==> config.mk <==
export PLATFORM = sky130hd
export DESIGN_NAME = bpkic_hash
export DESIGN_NICKNAME = d
export VERILOG_FILES = /design/src/hw/rtl/bpkic_pkg.sv /design/src/hw/rtl/bpkic_hash.sv
export SDC_FILE = /design/constraint.sdc
export NUM_CORES = 1
export LEC_CHECK = 0
export ABC_AREA = 1
export BUFFER_PORTS_ARGS = -buffer_cell sky130_fd_sc_hd__buf_2
export CORE_ASPECT_RATIO = 0.7
export CORE_MARGIN = 3
export CORE_UTILIZATION = 60
export CTS_BUF_LIST = sky130_fd_sc_hd__clkbuf_4
export DETAILED_ROUTE_END_ITERATION = 8
export HOLD_SLACK_MARGIN = 0.05
export PLACE_DENSITY = 0.92
export SYNTH_ARGS = -nofsm -noshare
export SYNTH_HDL_FRONTEND = slang
export SYNTH_SLANG_ARGS = --single-unit
==> constraint.sdc <==
create_clock -name clk_i -period 7.6 [get_ports clk_i]
set_clock_uncertainty 0.1 [all_clocks]
set_input_delay 1.14 -clock clk_i [delete_from_list [all_inputs] [get_ports clk_i]]
set_output_delay 1.14 -clock clk_i [all_outputs]
set_load 0.005 [all_outputs]
==> src/hw/rtl/bpkic_pkg.sv <==
// Shared types and constants for the bounded-probe key-to-id cache.
package bpkic_pkg;

  localparam int SLOTS     = 8192;
  localparam int MAX_PROBE = 16;

  localparam int IDX_W = $clog2(SLOTS);
  localparam int PRB_W = (MAX_PROBE > 1) ? $clog2(MAX_PROBE) : 1;

  localparam int KEY_W = 64;
  localparam int ID_W  = 32;

  // Fibonacci hashing multiplier, split into halves for the 32x32 multiplier.
  localparam logic [63:0] GOLDEN_MUL = 64'h9E37_79B9_7F4A_7C15;
  localparam logic [31:0] GOLDEN_LO  = GOLDEN_MUL[31:0];
  localparam logic [31:0] GOLDEN_HI  = GOLDEN_MUL[63:32];

  typedef enum logic [1:0] {
    STATUS_NULL   = 2'd0,
    STATUS_HIT    = 2'd1,
    STATUS_INSERT = 2'd2,
    STATUS_FULL   = 2'd3
  } status_e;

  // One table slot; a zero key marks the slot as empty.
  typedef struct packed {
    logic [ID_W-1:0]  id;
    logic [KEY_W-1:0] key;
  } slot_t;

  typedef struct packed {
    logic             start;
    logic [KEY_W-1:0] key;
  } hash_req_t;

  typedef struct packed {
    logic             done;
    logic [IDX_W-1:0] slot;
  } hash_rsp_t;

endpackage

==> src/hw/rtl/bpkic_hash.sv <==
// Iterative Fibonacci hash: home slot from one shared 32x32 multiplier.
module bpkic_hash (
  input  logic                  clk_i,
  input  logic                  rst_ni,
  input  bpkic_pkg::hash_req_t  req_i,
  output bpkic_pkg::hash_rsp_t  rsp_o
);

  // Bits [63:32] of (a * C) mod 2^64 are
  //   hi(a_lo*C_lo) + lo(a_hi*C_lo) + lo(a_lo*C_hi); only the low IDX_W bits are kept.
  logic [59:0]                 a_q;
  logic [1:0]                  cnt_q;
  logic                        busy_q;
  logic [63:0]                 prod_q;
  logic [bpkic_pkg::IDX_W-1:0] acc_q;
  logic [31:0]                 op_a;
  logic [31:0]                 op_b;

  always_comb begin
    unique case (cnt_q)
      2'd0: begin
        op_a = a_q[31:0];
        op_b = bpkic_pkg::GOLDEN_LO;
      end
      2'd1: begin
        op_a = {4'b0, a_q[59:32]};
        op_b = bpkic_pkg::GOLDEN_LO;
      end
      2'd2, 2'd3: begin
        op_a = a_q[31:0];
        op_b = bpkic_pkg::GOLDEN_HI;
      end
    endcase
  end

  always_ff @(posedge clk_i or negedge rst_ni) begin
    if (!rst_ni) begin
      busy_q <= 1'b0;
      cnt_q  <= 2'd0;
    end else if (req_i.start) begin
      busy_q <= 1'b1;
      cnt_q  <= 2'd0;
    end else if (busy_q) begin
      cnt_q <= cnt_q + 2'd1;
      if (cnt_q == 2'd3) begin
        busy_q <= 1'b0;
      end
    end
  end

  always_ff @(posedge clk_i) begin
    if (req_i.start) begin
      a_q <= req_i.key[63:4];
    end
    if (busy_q) begin
      prod_q <= 64'(op_a) * 64'(op_b);
      unique case (cnt_q)
        2'd0: ;
        2'd1: acc_q <= prod_q[32 +: bpkic_pkg::IDX_W];
        2'd2: acc_q <= acc_q + prod_q[bpkic_pkg::IDX_W-1:0];
        2'd3: ;
      endcase
    end
  end

  assign rsp_o.done = busy_q && (cnt_q == 2'd3);
  assign rsp_o.slot = acc_q + prod_q[bpkic_pkg::IDX_W-1:0];

endmodule

==> results of run 1 <==
==> cells in the final DEF, fill, tap and decap left out, types with 26 or more instances in the layout <==
cell        n
nor2_1    148
a21oi_1    55
inv_2      35
nand2_1   416
buf_2      76
inv_1     762
buf_4     231
edfxtp_1   99
fa_2       26
o21ai_0    62
ha_1      302
xor2_1     54
nand3_1    49
nand2_2    26
fa_1      435
==> kinds of logic (layout without fill, tap and decap cells) <==
logic type	count (synthesis)	in the layout	share of synthesized area (%)
AO/OA/AOI/OAI	220	220	5.324
other	2	26	0.03073
XOR/XNOR	74	74	2.652
buffers and inverters	848	1142	13.45
AND/OR/NAND/NOR	713	713	11.98
adder cells (fa/ha/maj)	780	780	54.09
flip-flops	102	102	12.47
==> cell type report <==
cell class / count / area [um^2]
timing repair buffer: 323 / 2406
inverter: 803 / 3032
multi-input combinational: 1812 / 18790
clock inverter: 7 / 76.32
tap: 535 / 669.4
clock buffer: 9 / 67.56
sequential: 102 / 3048
antenna: 1 / 2.502
fill: 2864 / 11820
==> per-stage QoR <==
| stage | hold WS (ps) | cell area (um^2) |
|---|---|---|
| finish | 191.5 | 28090 |
| global route | 169.1 | 28090 |
| CTS | 153.7 | 27260 |
| detailed placement | 410.1 | 27090 |
| global placement | 418.2 | 27090 |
| floorplan | 387.4 | 24530 |
==> routing by layer <==
metal | vias to the layer above | global-route usage [%] | routed length (um) | share of wire (%)
met5 | - | 1.471 | 15 | 0.019
met4 | 4 | 9.742 | 3454 | 4.3
met2 | 1322 | 50.69 | 32840 | 41
li1 | 8759 | - | - | -
met3 | 255 | 17.78 | 13160 | 16
met1 | 9857 | 51.54 | 31180 | 39
==> critical path: cells and delay by family (launching register included) <==
kind | cells | cell delay, ps
fa+ha+maj | 10 | 4890
buf+inv | 10 | 860
flops | 1 | 430
simple gates | 9 | 1240
==> flip-flops by register name (all words and copies together), names as in the netlist <==
name	flops
busy_q	1
a_q	60
prod_q	26
acc_q	13
cnt_q	2
==> how the worst max path moves through the flow <==
stage	start	endpoint	slack [ps]	cells past startpoint
after floorplan	cnt_q[0]$_DFFE_PN0P_	prod_q[40]$_DFFE_PP_	340	28
after global placement	cnt_q[1]$_DFFE_PN0P_	prod_q[43]$_DFFE_PP_	-50	33
after detailed placement	cnt_q[1]$_DFFE_PN0P_	prod_q[43]$_DFFE_PP_	-150	33
after CTS	cnt_q[1]$_DFFE_PN0P_	prod_q[41]$_DFFE_PP_	10	33
after global routing	cnt_q[1]$_DFFE_PN0P_	prod_q[44]$_DFFE_PP_	-340	29
final	cnt_q[1]$_DFFE_PN0P_	prod_q[44]$_DFFE_PP_	-170	29
==> what timing repair did <==
action                                  in CTS  in global routing
endpoints found under the setup margin       8                 13
hold buffers                                 0                  0
gates resized for setup                      5                172
setup buffers                                0                 16
gates cloned                                 0                  3
pin swaps                                    0                 67
==> flow_metrics.tcl, run 1 <==
set metrics [dict create \
    status "finished with violations" \
    violations "negative setup slack" \
    fmax_ghz 0.1288 \
    dp_slack_ps -146.6 \
    synth.most_common_cell "inv_1" \
    core_um2 39920 \
    insertion_delay_ps 640 \
    grt_pass1_vias 20020 \
    dpl.hpwl_um 67800 \
    max_cap_violations 0 \
    placed_cells 3556 \
    syn_area_um2 24440 \
    htree_levels 3 \
    reg2reg_slack_ps -170 \
    num_io_pins 81 \
    slew_headroom_pct 19.21 \
    firstDrtPassIters 9 \
    cts_tree "built" \
    viasPerCell 5.623 \
    drive_above_1_share_pct 17.54 \
    synth_edf_count 99 \
    drtIter0Drc 2440 \
    ys.flop_type "edfxtp_1" \
    critPathLaunchType "flop" \
    synth_largest_area_cell "fa_1" \
    ys_warn_count 0 \
    finalMaxSlewViolations 0 \
    synth_area_leaders "fa_1 38%, ha_1 16%, edfxtp_1 12%, inv_1 12%, nand2_1 6.6%" \
    fin_crit_sh_pct 102.2 \
    grt_max_degree 62 \
    ys_ff_latch 102 \
    hold_path.class "in2async" \
    fin_util_pct 70.38 \
    synth_top_area_share_pct 37.76 \
    synth_cell_type_count 47 \
    dieHeight_um 174.9 \
    num-nets-final 3898 \
    arrival_ps 8050 \
    cp.required_ps 7880 \
    finalHoldViolations 0 \
    crit_path_max_fanout 16 \
    slowest_stage "fa_1" \
    clockBufferDepth 2 \
    rr_endpoint "prod_q[44]$_DFFE_PP_" \
    area_delta_synth_final_pct 14.95 \
    cts_made_buffers 9 \
    track_usage_pct 36.67 \
    cp_common_cell "fa_1" \
    synth-async-reset-ratio_pct 2.941 \
    fin_setup_tns_ps -423.9 \
    netlist_top_cells_count "783 x inv_1, 461 x fa_1, 428 x nand2_1, 319 x ha_1, 170 x nor2_1" \
    root_buffer "clkbuf_4" \
    gp_congestion 1.068 \
    post_layout_nonfiller_instances 3592 \
    antenna_left 0 \
    vias 20200 \
    antenna_found_initial 3 \
    slowest_delay_ps 590 \
    setup_viol 5 \
    drc_errors 0 \
    yosysSeqAreaShare_pct 12.47 \
    clk_pin_slew_ps 200 \
    rr_worst_depth 29 \
    cp-end-kind "flop" \
    worstSetupPathType "reg2reg" \
    dieArea_um2 43230 \
    final.setup.worst_slack_ps -166.4 \
    wirelength_um 80650 \
    post_drt_wl_per_cell_um 22.45 \
    clock_sinks 102 \
    rows 61 \
    syn_inst 2739 \
    worst_pin_slew_ps 1207 \
    grt_pass1_wl_um 115600 \
    start_util_pct 61.23 \
    dieWidth_um 247.2 \
    min_period_ps 7766 \
    avgSynthCellArea_um2 8.923 \
    timing.rr.start "cnt_q[1]$_DFFE_PN0P_" \
    port-buffer-count 76 \
    overflow 0 \
    rsz0062_at_grt "true" \
]
Power of run 1 is not shown: default switching activity piles up to over one toggle a cycle in this logic, so the estimate is an artifact.
==> inputs of run 2 (changes only) <==
PLACE_DENSITY = 0.8   (was 0.92)
==> run 2 against run 1 <==
Against the previous run: via count fell by 0.86%; core utilization up 2.3 points; global-route usage up 2.7 points; cell count grew 2.5%; non-clock buffer count up 89; die area unchanged; worst setup slack better by 120 ps; register-to-register slack improved by 120 ps; final area is 3.2% higher; the flow still finishes with violations (negative setup slack); routed wire length is 3.9% higher.
==> flow_metrics.tcl, run 2 (same netlist as run 1, synthesis figures left out) <==
set metrics [dict create \
    cp_common_cell "fa_1" \
    wirelength_um 83820 \
    startpoint "cnt_q[1]$_DFFE_PN0P_" \
    setup_viol 1 \
    grt_pass1_vias 20590 \
    slowest_delay_ps 600 \
    viasPerCell 5.438 \
    crit_buf_inv 6 \
    finalMaxSlewViolations 0 \
    drc_errors 0 \
    htree_levels 3 \
    worstSetupPathType "reg2reg" \
    grt_max_degree 62 \
    firstDrtPassIters 5 \
    max_cap_violations 0 \
    overflow 0 \
    fmax_ghz 0.1308 \
    largest_registers "a_q: 60 flops, prod_q: 26 flops, acc_q: 13 flops" \
    slew_headroom_pct 22.74 \
    core_um2 39920 \
    fin_crit_sh_pct 100.6 \
    antenna_found_initial 1 \
    clockBufferDepth 2 \
    slowest_stage "fa_2" \
    rows 61 \
    regMostFlops "a_q" \
    hold_buffers 0 \
    cts_made_buffers 9 \
    reg2reg_slack_ps -40 \
    antenna_left 0 \
    cp.required_ps 7870 \
    status "finished with violations" \
    vias 20020 \
    dpl.hpwl_um 72090 \
    cts_tree "built" \
    layout_common_cells "765 x inv_1, 424 x fa_1, 411 x nand2_1" \
    track_usage_pct 39.35 \
    fin_util_pct 72.67 \
    gp_congestion 1.036 \
    num_io_pins 81 \
    post_drt_wl_per_cell_um 22.76 \
    worst_pin_slew_ps 1159 \
    insertion_delay_ps 610 \
    finalHoldViolations 0 \
    cp-end-kind "flop" \
    dieWidth_um 247.2 \
    rsz0062_at_grt "true" \
    critPathLaunchType "flop" \
    clk_pin_slew_ps 260 \
    violations "negative setup slack" \
    clock_sinks 102 \
    drtIter0Drc 1839 \
    hold_path.class "in2async" \
    min_period_ps 7644 \
    largest_register_ffs 60 \
    num-nets-final 3988 \
    final_common_cell "inv_1" \
    start_util_pct 61.23 \
    root_buffer "clkbuf_4" \
    area_delta_synth_final_pct 18.69 \
    arrival_ps 7910 \
    port-buffer-count 76 \
    dieArea_um2 43230 \
    final.setup.worst_slack_ps -43.81 \
    crit_path_max_fanout 8 \
    drive_above_1_share_pct 21.39 \
    timing.rr.start "cnt_q[1]$_DFFE_PN0P_" \
    path_delay_family "adder cells" \
    grt_pass1_wl_um 122900 \
    dieHeight_um 174.9 \
]
## run 2: cell types whose count changed in the layout (fill, tap and decap cells not counted), sizes merged
cell / before / now
clkbuf: 12 / 10
clkinv: 6 / 8
o21ai: 95 / 96
buf: 320 / 411
inv: 802 / 800
## run 2: what timing repair did
item | 4_1_cts | 5_1_grt
pin swaps | 1 | 30
gates cloned | 1 | 3
resized for setup | 24 | 192
buffers inserted | 1 | 24
endpoints found under the setup margin | 10 | 13
## run 2: worst paths after layout
path	end	cells after the start
setup / recovery	prod_q[38]$_DFFE_PP_	27
hold / removal	cnt_q[0]$_DFFE_PN0P_	1
setup reg to reg	prod_q[38]$_DFFE_PP_	27
hold reg to reg	acc_q[0]$_DFFE_PP_	2
max in group asynchronous	busy_q$_DFF_PN0_	1
min in group clk_i	acc_q[0]$_DFFE_PP_	2
## run 2: layer usage
metal  up-vias  part of all wire, %  global-route usage (%)
li1       8941                    -                       -
met1      9928                   40                   56.69
met2      1010                   43                   57.51
met3       142                   14                   14.59
met4         2                  2.9                   8.139
met5         -                 0.14                       0
## run 2: final cells by class
type | count | area [um^2]
Multi-Input combinational cell | 1813 | 18990
Fill cell | 3050 | 10910
Timing Repair Buffer | 412 | 3097
Sequential cell | 102 | 3048
Inverter | 803 | 3039
Tap cell | 535 | 669.4
Clock inverter | 7 | 91.34
Clock buffer | 9 | 67.56
Antenna cell | 1 | 2.502
## run 2: metrics by stage
stage	worst slack, ps	instance area, um^2	hold WS (ps)	instances	setup TNS (ps)
after floorplan	338.1	24530	387.4	2762	0
after global placement	-94.27	27730	408.2	3637	-428.4
after detailed placement	-182.3	27730	409.4	3637	-972.9
after CTS	1.445	28000	133.3	3655	0
after global routing	-248.6	29010	131.9	3682	-1712
final	-43.81	29010	152.3	3682	-43.81
Power of run 2 is left out for the same reason.
